**config.mk**
```make
export PLATFORM = sky130hd
export DESIGN_NAME = line_sensor_steer_classifier_flat
export DESIGN_NICKNAME = d
export VERILOG_FILES = /design/src/hw/rtl/lssc_pkg.sv /design/src/hw/rtl/lssc_frame_if.sv /design/src/hw/rtl/lssc_result_if.sv /design/src/hw/rtl/lssc_channel.sv /design/src/hw/rtl/line_sensor_steer_classifier.sv /design/src/flat_wrapper.sv
export SDC_FILE = /design/constraint.sdc
export NUM_CORES = 2
export LEC_CHECK = 0
export ABC_CLOCK_PERIOD_IN_PS = 26000
export BUFFER_PORTS_ARGS = -buffer_cell sky130_fd_sc_hd__buf_2
export CAP_MARGIN = 20
export CORE_ASPECT_RATIO = 1.5
export CORE_MARGIN = 3
export CORE_UTILIZATION = 50
export DETAILED_ROUTE_END_ITERATION = 7
export PLACE_DENSITY = 0.66
export SLEW_MARGIN = 20
export SYNTH_ARGS = -nofsm -noshare
export SYNTH_HDL_FRONTEND = slang
export SYNTH_SLANG_ARGS = --single-unit
```
**constraint.sdc**
```tcl
create_clock -name clk -period 26 [get_ports clk]
set_input_delay 2.6 -clock clk [delete_from_list [all_inputs] [get_ports clk]]
set_output_delay 2.6 -clock clk [all_outputs]
set_load 0.005 [all_outputs]
```
**src/hw/rtl/lssc_pkg.sv**
```systemverilog
// ----------------------------------------------------------------------------
// lssc_pkg
// Shared types and constants for the line-sensor steering classifier.
// ----------------------------------------------------------------------------
`default_nettype none

package lssc_pkg;

  // Fixed field widths of the frame and result beats
  localparam int SAMPLE_FIELD_BITS = 10;
  localparam int MAX_CHANNELS      = 12;
  localparam int CLASS_BITS        = 3;

  typedef logic [SAMPLE_FIELD_BITS-1:0] sample_t;
  typedef logic [CLASS_BITS-1:0]        class_t;
  typedef logic [MAX_CHANNELS-1:0]      above_t;

  // Steering class codes
  localparam class_t CLASS_OFF_LEFT  = 3'd0;
  localparam class_t CLASS_OFF_RIGHT = 3'd1;
  localparam class_t CLASS_STRAIGHT  = 3'd2;
  localparam class_t CLASS_FAR_LEFT  = 3'd3;
  localparam class_t CLASS_FAR_RIGHT = 3'd4;
  localparam class_t CLASS_SPIN_LEFT = 3'd5;

  // One sensor frame
  typedef struct packed {
    sample_t sample_ch0;
    sample_t sample_ch1;
    sample_t sample_ch2;
    sample_t sample_ch3;
    sample_t sample_ch4;
    sample_t sample_ch5;
    sample_t sample_ch6;
    sample_t sample_ch7;
    sample_t sample_ch8;
    sample_t sample_ch9;
    sample_t sample_ch10;
    sample_t sample_ch11;
  } frame_t;

  // One classification result
  typedef struct packed {
    class_t steer_class;
    class_t prior_class;
    logic   cross_hold;
    above_t above_bits;
  } result_t;

  // Floor of x/3 by reciprocal multiply; exact for every 16-bit x
  localparam logic [16:0] RECIP3 = 17'h0AAAB;

  function automatic logic [15:0] div3(input logic [15:0] x);
    logic [32:0] prod;
    begin
      prod = 33'(x) * 33'(RECIP3);
      return prod[32:17];
    end
  endfunction

endpackage

`default_nettype wire

```
**src/hw/rtl/lssc_frame_if.sv**
```systemverilog
// ----------------------------------------------------------------------------
// lssc_frame_if
// Valid/ready channel carrying one sensor frame per beat.
// ----------------------------------------------------------------------------
`default_nettype none

interface lssc_frame_if;
  import lssc_pkg::*;

  logic   valid;
  logic   ready;
  frame_t data;

  modport source (output valid, output data, input ready);
  modport sink   (input valid, input data, output ready);
endinterface

`default_nettype wire

```
**src/hw/rtl/lssc_result_if.sv**
```systemverilog
// ----------------------------------------------------------------------------
// lssc_result_if
// Valid/ready channel carrying one classification result per beat.
// ----------------------------------------------------------------------------
`default_nettype none

interface lssc_result_if;
  import lssc_pkg::*;

  logic    valid;
  logic    ready;
  result_t data;

  modport source (output valid, output data, input ready);
  modport sink   (input valid, input data, output ready);
endinterface

`default_nettype wire

```
**src/hw/rtl/lssc_channel.sv**
```systemverilog
// ----------------------------------------------------------------------------
// lssc_channel
// One sensor lane: running max/min stores and the adaptive threshold compare.
// ----------------------------------------------------------------------------
`default_nettype none

module lssc_channel #(
  parameter int SAMPLE_BITS = 10
) (
  input  wire                     clk,
  input  wire                     rst,
  input  wire                     take,
  input  wire lssc_pkg::sample_t  raw,
  output logic                    above
);
  import lssc_pkg::*;

  localparam int USE_BITS =
    (SAMPLE_BITS < SAMPLE_FIELD_BITS) ? SAMPLE_BITS : SAMPLE_FIELD_BITS;

  logic [SAMPLE_BITS-1:0] samp;
  logic [SAMPLE_BITS-1:0] peak;
  logic [SAMPLE_BITS-1:0] peak_next;
  logic [SAMPLE_BITS-1:0] floor_lvl;
  logic [SAMPLE_BITS-1:0] floor_lvl_next;
  logic [SAMPLE_BITS:0]   twice_peak;
  logic [15:0]            thr;

  // Drop sample bits above the configured width
  assign samp = SAMPLE_BITS'(raw[USE_BITS-1:0]);

  // Stores include the current sample before the threshold is formed
  assign peak_next      = (samp > peak)      ? samp : peak;
  assign floor_lvl_next = (samp < floor_lvl) ? samp : floor_lvl;

  // floor(2*max/3) + floor(min/3); never exceeds max, so 16 bits is ample
  assign twice_peak = {peak_next, 1'b0};
  assign thr        = div3(16'(twice_peak)) + div3(16'(floor_lvl_next));
  assign above      = 16'(samp) > thr;

  // Running max/min
  always_ff @(posedge clk) begin
    if (rst) begin
      peak      <= '0;
      floor_lvl <= '1;
    end else if (take) begin
      peak      <= peak_next;
      floor_lvl <= floor_lvl_next;
    end
  end

endmodule

`default_nettype wire

```
**src/hw/rtl/line_sensor_steer_classifier.sv**
```systemverilog
// ----------------------------------------------------------------------------
// line_sensor_steer_classifier
// Adaptive-threshold line-sensor classifier with steering priority decode.
//
//   channel  | dir | beat contents
//   ---------+-----+-----------------------------------------------------
//   frame    | in  | sample_ch0 .. sample_ch11 (10 bits each)
//   result   | out | steer_class, prior_class, cross_hold, above_bits
//
// Two register stages: frame register, then result register. One frame per
// cycle is sustained while the downstream ready holds. Stores and class
// registers update as a frame moves into the result register. Ready is
// combinational from the downstream ready, so a stalled result only holds
// frames that have nowhere to go. Synchronous reset sets the max stores to
// zero, the min stores to all ones and both class registers to straight.
// ----------------------------------------------------------------------------
`default_nettype none

module line_sensor_steer_classifier #(
  parameter int CHANNEL_COUNT = 12,
  parameter int SAMPLE_BITS   = 10
) (
  input  wire           clk,
  input  wire           rst,
  lssc_frame_if.sink    frame,
  lssc_result_if.source result
);
  import lssc_pkg::*;

  // Frame register
  logic    frame_valid;
  frame_t  frame_q;

  // Result register
  logic    out_valid;
  result_t out_q;

  // Class state; the hold flag lives in the result register
  class_t  class_now;
  class_t  class_before;
  class_t  class_now_next;
  class_t  class_before_next;
  logic    hold_mark_next;

  logic    take;
  above_t  above;
  sample_t raw [MAX_CHANNELS];
  logic    b0, b1, b2, b3, b4, b5;

  // Handshake
  assign take        = frame_valid && (!out_valid || result.ready);
  assign frame.ready = !frame_valid || take;
  assign result.valid = out_valid;
  assign result.data  = out_q;

  // Frame register
  always_ff @(posedge clk) begin
    if (rst) begin
      frame_valid <= 1'b0;
    end else if (frame.valid && frame.ready) begin
      frame_valid <= 1'b1;
    end else if (take) begin
      frame_valid <= 1'b0;
    end
    if (frame.valid && frame.ready) begin
      frame_q <= frame.data;
    end
  end

  // Lane samples
  assign raw[0]  = frame_q.sample_ch0;
  assign raw[1]  = frame_q.sample_ch1;
  assign raw[2]  = frame_q.sample_ch2;
  assign raw[3]  = frame_q.sample_ch3;
  assign raw[4]  = frame_q.sample_ch4;
  assign raw[5]  = frame_q.sample_ch5;
  assign raw[6]  = frame_q.sample_ch6;
  assign raw[7]  = frame_q.sample_ch7;
  assign raw[8]  = frame_q.sample_ch8;
  assign raw[9]  = frame_q.sample_ch9;
  assign raw[10] = frame_q.sample_ch10;
  assign raw[11] = frame_q.sample_ch11;

  // Threshold lanes; unused channels read as zero
  for (genvar i = 0; i < MAX_CHANNELS; i++) begin : g_lane
    if (i < CHANNEL_COUNT) begin : g_used
      lssc_channel #(
        .SAMPLE_BITS (SAMPLE_BITS)
      ) u_channel (
        .clk   (clk),
        .rst   (rst),
        .take  (take),
        .raw   (raw[i]),
        .above (above[i])
      );
    end else begin : g_unused
      assign above[i] = 1'b0;
    end
  end

  assign b0 = above[0];
  assign b1 = above[1];
  assign b2 = above[2];
  assign b3 = above[3];
  assign b4 = above[4];
  assign b5 = above[5];

  // Priority decode on the six lowest bits (channels 0 to 5)
  always_comb begin
    class_now_next    = class_now;
    class_before_next = class_before;
    hold_mark_next    = 1'b0;
    if (!b2 && b3) begin
      class_before_next = class_now;
      class_now_next    = CLASS_OFF_LEFT;
    end else if (b1 && !b2) begin
      class_before_next = class_now;
      class_now_next    = CLASS_OFF_RIGHT;
    end else if (!b0 && b2) begin
      class_before_next = class_now;
      class_now_next    = CLASS_FAR_LEFT;
    end else if (!b4 && b2) begin
      class_before_next = class_now;
      class_now_next    = CLASS_FAR_RIGHT;
    end else if (b1 && !b5 && (b3 || b2)) begin
      // crossing: both classes held
      hold_mark_next = 1'b1;
    end else if (b0 && b1 && b2 && b3 && b4 && b5) begin
      // spin left lands in both registers
      class_before_next = CLASS_SPIN_LEFT;
      class_now_next    = CLASS_SPIN_LEFT;
    end else begin
      class_before_next = class_now;
      class_now_next    = CLASS_STRAIGHT;
    end
  end

  // Class state and result register
  always_ff @(posedge clk) begin
    if (rst) begin
      class_now    <= CLASS_STRAIGHT;
      class_before <= CLASS_STRAIGHT;
      out_valid    <= 1'b0;
    end else if (take) begin
      class_now    <= class_now_next;
      class_before <= class_before_next;
      out_valid    <= 1'b1;
    end else if (result.ready) begin
      out_valid    <= 1'b0;
    end
    if (take) begin
      out_q.steer_class <= class_now_next;
      out_q.prior_class <= class_before_next;
      out_q.cross_hold  <= hold_mark_next;
      out_q.above_bits  <= above;
    end
  end

endmodule

`default_nettype wire

```
**src/flat_wrapper.sv**
```systemverilog
// flat-port wrapper written by rule: the top's interface ports become plain ports
module line_sensor_steer_classifier_flat import lssc_pkg::*;
#(
  parameter int CHANNEL_COUNT = 12,
  parameter int SAMPLE_BITS   = 10
)
  (clk, rst, frame_valid, frame_data, frame_ready, result_valid, result_data, result_ready);
  lssc_frame_if frame_i ();
  lssc_result_if result_i ();
  input  wire clk;
  input  wire rst;
  input wire logic [$bits(frame_i.valid)-1:0] frame_valid;
  input wire logic [$bits(frame_i.data)-1:0] frame_data;
  output wire logic [$bits(frame_i.ready)-1:0] frame_ready;
  output wire logic [$bits(result_i.valid)-1:0] result_valid;
  output wire logic [$bits(result_i.data)-1:0] result_data;
  input wire logic [$bits(result_i.ready)-1:0] result_ready;
  assign frame_i.valid = frame_valid;
  assign frame_i.data = frame_data;
  assign frame_ready = frame_i.ready;
  assign result_valid = result_i.valid;
  assign result_data = result_i.data;
  assign result_i.ready = result_ready;
  line_sensor_steer_classifier #(.CHANNEL_COUNT(CHANNEL_COUNT), .SAMPLE_BITS(SAMPLE_BITS)) u_core (.clk(clk), .rst(rst), .frame(frame_i), .result(result_i));
endmodule
```
# After elaboration in Yosys (flattened, before gate mapping)
# Cells that the tools add are included.
[classes] mul=24 mux=41 n_lt_le_gt_ge=36 addsub=12 n_reduce_logical=25
[ops] operator="multiplier 10 x 16 -> 26 bit (second input constant)" n=24
[ops] operator="2-to-1 mux 10 bit" n=24
[ops] operator="adder 10 x 9 -> 11 bit" n=12
[ops] operator="greater-than comparator 10 x 11 -> 1 bit" n=12
[ops] operator="greater-than comparator 10 bit" n=12
[ops] operator="< comparator 10 bit" n=12
[ops] operator="2-to-1 mux 3 bit" n=12
[ops] operator="logical AND 1 bit" n=13
[ops] operator="zero test 1 bit" n=6
[ops] operator="2-to-1 mux 1 bit" n=5
[ops] operator="nonzero test 2 bit" n=2
[ops] operator="OR reduction 4 bit" n=1
[ops] operator="logical OR 1 bit" n=3
[word_totals] wordCells=182 output_inout_bits=21 register_bits=387

# Logic depth before layout (Yosys ltp)
[logic_depth] depth_word=16 mapped_depth=51 ltp_nobuf=49

# Hierarchy
# Synthesis repeated with hierarchy kept, for this count alone.
[hier_totals] cells_unflattened=8456 hier_area_um2=78910.7
[by_module_without_submodules] module="lssc_channel at u_core.g_lane[0].g_used.u_channel ..." cells_each=693 area_per_inst_um2=6226.0 seq_area_each_um2=400.4 instances=6
[by_module_without_submodules] module="lssc_channel at u_core.g_lane[7].g_used.u_channel ..." cells_each=676 area_per_inst_um2=6188.4 seq_area_each_um2=400.4 instances=2
[by_module_without_submodules] module="lssc_channel at u_core.g_lane[5].g_used.u_channel" cells_each=713 area_per_inst_um2=6331.1 seq_area_each_um2=400.4 instances=1
[by_module_without_submodules] module="lssc_channel at u_core.g_lane[9].g_used.u_channel" cells_each=680 area_per_inst_um2=6123.4 seq_area_each_um2=400.4 instances=1
[by_module_without_submodules] module="lssc_channel at u_core.g_lane[4].g_used.u_channel" cells_each=682 area_per_inst_um2=6045.8 seq_area_each_um2=400.4 instances=1
[by_module_without_submodules] module="lssc_channel at u_core.g_lane[6].g_used.u_channel" cells_each=655 area_per_inst_um2=5962.0 seq_area_each_um2=400.4 instances=1
[by_module_without_submodules] module="line_sensor_steer_classifier" cells_each=216 area_per_inst_um2=4715.8 seq_area_each_um2=4334.2 instances=1

# Worst setup path before layout
# OpenSTA, ideal clock, no wires.
[synth_path] path_type="register to register" startpoint="register u_core.frame_q[99] (netlist name)" endpoint="register u_core.out_q (netlist bit u_core.result.data[13]), data pin" n_path_buf=3 arrival_time_ns=9.596 slack_ns=16.148 setup_ns=0.256 path_stages_with_launch=45 cell_sequence="edfxtp_1 ha_1 a22o_1 or4_1 o21ai_0 clkbuf_1 clkbuf_1 nand2_1 o21ai_0 ha_1 fa_1 inv_1 fa_1 inv_1 fa_1 fa_1 ha_1 a21o_1 [... 9 more ...] a21o_1 a21oi_1 o21bai_1 a21oi_1 o21bai_1 a21oi_1 xnor2_1 ha_1 nand3_1 nor3_1 a21oi_1 o31ai_1 a31o_1 a211o_1 nand2b_4 or2_0 buf_2 o22a_1"
[synth_via] elab_chain_len=15 word_cells_on_any_way=25 classes_between="add/sub: 1; mul: 2; order compare: 3; mux: 8; reduce/logical: 11"
[synth_rtl] element="start: declaration" line_no="line_sensor_steer_classifier.sv:32" text="frame_t frame_q;"
[synth_rtl] element="start signal: assignment" line_no="line_sensor_steer_classifier.sv:66" text="frame_q <= frame.data;"
[synth_rtl] element="< comparator 10 bit *" line_no="lssc_channel.sv:34" text="assign floor_lvl_next = (samp < floor_lvl) ? samp : floor_lvl;"
[synth_rtl] element="2-to-1 mux 10 bit *" line_no="lssc_channel.sv:34"
[synth_rtl] element="named net u_core.g_lane[2].g_used.u_channel.floor_lvl_next[8]" line_no="lssc_channel.sv:25" text="logic [SAMPLE_BITS-1:0] floor_lvl_next;"
[synth_rtl] element="multiplier 10 x 16 -> 26 bit *" line_no="lssc_pkg.sv:56" text="prod = 33'(x) * 33'(RECIP3);"
[synth_rtl] element="adder 10 x 9 -> 11 bit *" line_no="lssc_channel.sv:38" text="assign thr = div3(16'(twice_peak)) + div3(16'(floor_lvl_next));"
[synth_rtl] element="greater-than comparator 10 x 11 -> 1 bit *" line_no="lssc_channel.sv:39" text="assign above = 16'(samp) > thr;"
[synth_rtl] element="logical AND 1 bit (4 in a row)" line_no="line_sensor_steer_classifier.sv:128" text="end else if (b0 && b1 && b2 && b3 && b4 && b5) begin"
[synth_rtl] element="2-to-1 mux 3 bit" line_no="line_sensor_steer_classifier.sv:128"
[synth_rtl] element="2-to-1 mux 3 bit" line_no="line_sensor_steer_classifier.sv:125" text="end else if (b1 && !b5 && (b3 || b2)) begin"
[synth_rtl] element="2-to-1 mux 3 bit" line_no="line_sensor_steer_classifier.sv:122" text="end else if (!b4 && b2) begin"
[synth_rtl] element="2-to-1 mux 3 bit" line_no="line_sensor_steer_classifier.sv:119" text="end else if (!b0 && b2) begin"
[synth_rtl] element="2-to-1 mux 3 bit" line_no="line_sensor_steer_classifier.sv:116" text="end else if (b1 && !b2) begin"
[synth_rtl] element="2-to-1 mux 3 bit *" line_no="line_sensor_steer_classifier.sv:113" text="if (!b2 && b3) begin"
[synth_rtl] element="named net u_core.class_before_next[0]" line_no="line_sensor_steer_classifier.sv:42" text="class_t class_before_next;"
[synth_rtl] element="end: declaration" line_no="line_sensor_steer_classifier.sv:36" text="result_t out_q;"
# Mark *: on every way through the listed nets, which the timed path passes. The rest lies on a longest branch.
# A chain may end at the register's enable or synchronous reset.

# Worst setup path after layout
[layout_path] startpoint="register u_core.frame_q[77] (netlist name)" endpoint="register u_core.out_q (netlist bit u_core.result.data[13]), data pin"
[layout_via] elab_chain_len=13 word_cells_on_any_way=18 classes_between="add/sub: 1; mul: 2; order compare: 3; mux: 8; reduce/logical: 4"
[layout_rtl] element="< comparator 10 bit *" line_no="lssc_channel.sv:34"
[layout_rtl] element="2-to-1 mux 10 bit *" line_no="lssc_channel.sv:34"
[layout_rtl] element="named net u_core.g_lane[4].g_used.u_channel.floor_lvl_next[6]" line_no="lssc_channel.sv:25"
[layout_rtl] element="multiplier 10 x 16 -> 26 bit *" line_no="lssc_pkg.sv:56"
[layout_rtl] element="adder 10 x 9 -> 11 bit *" line_no="lssc_channel.sv:38"
[layout_rtl] element="greater-than comparator 10 x 11 -> 1 bit *" line_no="lssc_channel.sv:39"
[layout_rtl] element="named net u_core.b4" line_no="line_sensor_steer_classifier.sv:48" text="logic b0, b1, b2, b3, b4, b5;"
[layout_rtl] element="logical AND 1 bit (2 in a row)" line_no="line_sensor_steer_classifier.sv:128"
[layout_rtl] element="2-to-1 mux 3 bit" line_no="line_sensor_steer_classifier.sv:128"
[layout_rtl] element="2-to-1 mux 3 bit" line_no="line_sensor_steer_classifier.sv:125"
[layout_rtl] element="2-to-1 mux 3 bit *" line_no="line_sensor_steer_classifier.sv:122"
[layout_rtl] element="2-to-1 mux 3 bit *" line_no="line_sensor_steer_classifier.sv:119"
[layout_rtl] element="2-to-1 mux 3 bit *" line_no="line_sensor_steer_classifier.sv:116"
[layout_rtl] element="2-to-1 mux 3 bit *" line_no="line_sensor_steer_classifier.sv:113"
[layout_rtl] element="named net u_core.class_before_next[0]" line_no="line_sensor_steer_classifier.sv:42"
# Marked as above.

==> results_dict.tcl <==
set metrics [dict create \
    grt_max_degree 116 \
    holdPathStages 2 \
    path_delay_family "compound AO/OA/AOI/OAI gates" \
    use_met3_pct 2.59 \
    nets 11000 \
    cts_tree "done" \
    cpMaxStageDelayCell "nor2_1" \
    antenna_found_initial 20 \
    worstMarginPinSlew_ns 1.10 \
    hold_buffers 0 \
    drt-wirelength-per-cell_um 16.8 \
    synthMuxAreaShare_pct 2.31 \
    slew_headroom_pct 26.5 \
    initial_core_util_pct 50.4 \
    clock_sinks 387 \
    routed_wl_um 170000 \
    worstSetupStartpointType "flop" \
    min_path_type "flop to flop" \
    min_from "u_core.g_lane[3].g_used.u_channel.peak[5]$_SDFFE_PP0P_" \
    yosysWarningCount 0 \
    worstSetupPathType "flop to flop" \
    yosys-top-cells-area "ha_1 33%, fa_1 21%, inv_1 7.5%" \
    synth_ff_type "dfxtp_1" \
    clockBufferDepth 3 \
    post_cts_buffers 0 \
    hold-path-endpoint "u_core.g_lane[3].g_used.u_channel.peak[5]$_SDFFE_PP0P_" \
    seq_area_frac_synth_pct 12.1 \
    row_count 174 \
    slew_violations 0 \
    cp.depth 42 \
    htreeDepth 2 \
    globalplace.congestion 0.877 \
    rr_worst_depth 42 \
    clk_latency_ns 0.66 \
    final_antenna_net_count 0 \
    grt.overflow.total 0 \
    path_clk_slew_ns 0.07 \
    drc 0 \
    synthAdderAreaFrac_pct 53.6 \
    fin_util_pct 53.6 \
    busiest_layer "met2" \
    synth_top_family_by_area "adder cells" \
    grt_util_met1_pct 24.8 \
    drive_gt1_share_pct 5.18 \
    status "finished clean" \
    grt_pass1_vias 60300 \
    syn_nets 10900 \
    ys_types 88 \
    rrSetupSlack_ns 14.99 \
    finalCriticalPeriod_ns 11.01 \
    setup_tns_ns 0 \
    cts-root-buf "clkbuf_16" \
    setup_viol 0 \
    required_ns 26.41 \
    area_growth_pct 6.33 \
    ys_ff_latch 387 \
    fmax_mhz 90.8 \
    ctsResizeCount 0 \
    grt_pass1_wl_um 287000 \
    maxCapViolCount 0 \
    finClkSkew_ns 0.0330 \
    crit_fanout 11 \
    firstDrtPassIters 5 \
    synth_top_area_share_pct 33.0 \
    synth_cells 7963 \
    io_pins 145 \
    yosysTopAreaCell "ha_1" \
    synth_compound_area_share_pct 12.6 \
    vias_per_cell 5.53 \
    hold_violations 0 \
    cp_num_buf_inv 4 \
    final_common_cell "ha_1" \
    dp_slack_ns 14.98 \
    port_buffers 144 \
    grt_use_met2_pct 43.8 \
    dr_total_vias 55600 \
    reg2reg_to "u_core.result.data[13]$_DFFE_PP_" \
    syn_avg_cell_area_um2 9.50 \
    dp_hpwl_um 146000 \
    synth_edf_count 139 \
    core_area_mm2 0.150 \
    end_kind "flop" \
    grt_use_total_pct 22.3 \
    dieArea_mm2 0.156 \
    cts_made_buffers 49 \
    syn-cell-area_mm2 0.0756 \
    crit_arrival_ns 11.42 \
    synthArstFlopShare_pct 0 \
    dr.first_iter.drc_count 1945 \
    period_share_pct 42.4 \
    synth-xor-area-share_pct 3.10 \
    die_x_um 324 \
    setup_ws_ns 14.99 \
    most-common-layout-cells "1992 x ha_1, 1502 x inv_1, 780 x fa_1" \
    max_stage_delay_ns 0.74 \
    synth-simple-area-share_pct 8.27 \
    rsz0062_at_grt "no" \
    chipHeight_um 482 \
    reg2reg_from "u_core.frame_q[77]$_DFFE_PP_" \
]
-- sequential cells by signal (all words and copies together), names as in the netlist --
signal / cells
u_core.frame_q: 120
u_core.g_lane.g_used.u_channel.floor_lvl: 120
u_core.g_lane.g_used.u_channel.peak: 120
u_core.result.data: 19
u_core.class_before: 3
u_core.class_now: 3
u_core.frame_valid: 1
u_core.result.valid: 1
-- layer usage --
metal | wire length (µm) | vias up
met5 | 133 | -
met4 | 5510 | 22
met3 | 5230 | 298
met2 | 91000 | 666
met1 | 67600 | 27100
li1 | - | 27600
-- layout make-up --
class                           count  area (µm²)
Sequential cell                   387        9140
Tap cell                         1936        2420
Inverter                         1504        5660
Antenna cell                        7        17.5
Fill cell                       13600       69600
Clock inverter                     36         417
Timing Repair Buffer              182        1010
Clock buffer                       56        1320
Multi-Input combinational cell   5957       60400
-- per-stage QoR --
step	std cells	area (µm²)	hold WS, ns
4_1_cts	10100	80400	0.460
3_3_place_gp	9965	78600	0.445
6_report	10100	80400	0.459
3_5_place_dp	9965	78600	0.451
2_1_floorplan	7963	75600	0.436
5_1_grt	10100	80400	0.471
-- logic make-up (layout without fill, tap and decap cells) --
group	Yosys count	count (layout)
buffers and inverters	1619	1778
DFF	387	387
muxes	162	162
and+or+nand+nor	1312	1312
AOI/OAI and AO/OA	1443	1443
xor gates and xnor gates	268	268
adders and majority gates	2772	2772
other	0	7
-- worst max path at each step --
stage,from,end,slack [ns]
after global placement,u_core.frame_q[77]$_DFFE_PP_,u_core.result.data[15]$_DFFE_PP_,15.11
after global routing,u_core.frame_q[75]$_DFFE_PP_,u_core.result.data[13]$_DFFE_PP_,14.03
after detailed placement,u_core.frame_q[77]$_DFFE_PP_,u_core.result.data[13]$_DFFE_PP_,14.98
after floorplan,u_core.frame_q[99]$_DFFE_PP_,u_core.result.data[13]$_DFFE_PP_,16.15
final,u_core.frame_q[77]$_DFFE_PP_,u_core.result.data[13]$_DFFE_PP_,14.99
after CTS,u_core.frame_q[77]$_DFFE_PP_,u_core.result.data[13]$_DFFE_PP_,14.90
-- Yosys cell counts, drive strengths merged, types with 80 or more instances --
library cell,n
inv,1503
nor3,88
a21o,183
a211oi,157
xnor2,205
fa,780
a21oi,357
o21bai,80
o21ai,259
nand2,387
clkbuf,108
nor2,340
ha,1992
o211ai,146
dfxtp,248
mux2,102
nand3,116
edfxtp,139
-- worst register-to-register path, delay by kind of cell, from the launching register on --
kind	cells	cell delay [ns]
buffers and inverters	4	0.33
AND/OR/NAND/NOR	8	1.71
multiplexers	1	0.45
adder cells (fa/ha/maj)	9	3.72
AO/OA/AOI/OAI	19	3.92
XOR/XNOR	1	0.09
flip-flops	1	0.53
Power is left out: the tool's default activity adds up to more than one toggle a clock period on the data nets, which glitch-free logic cannot reach.
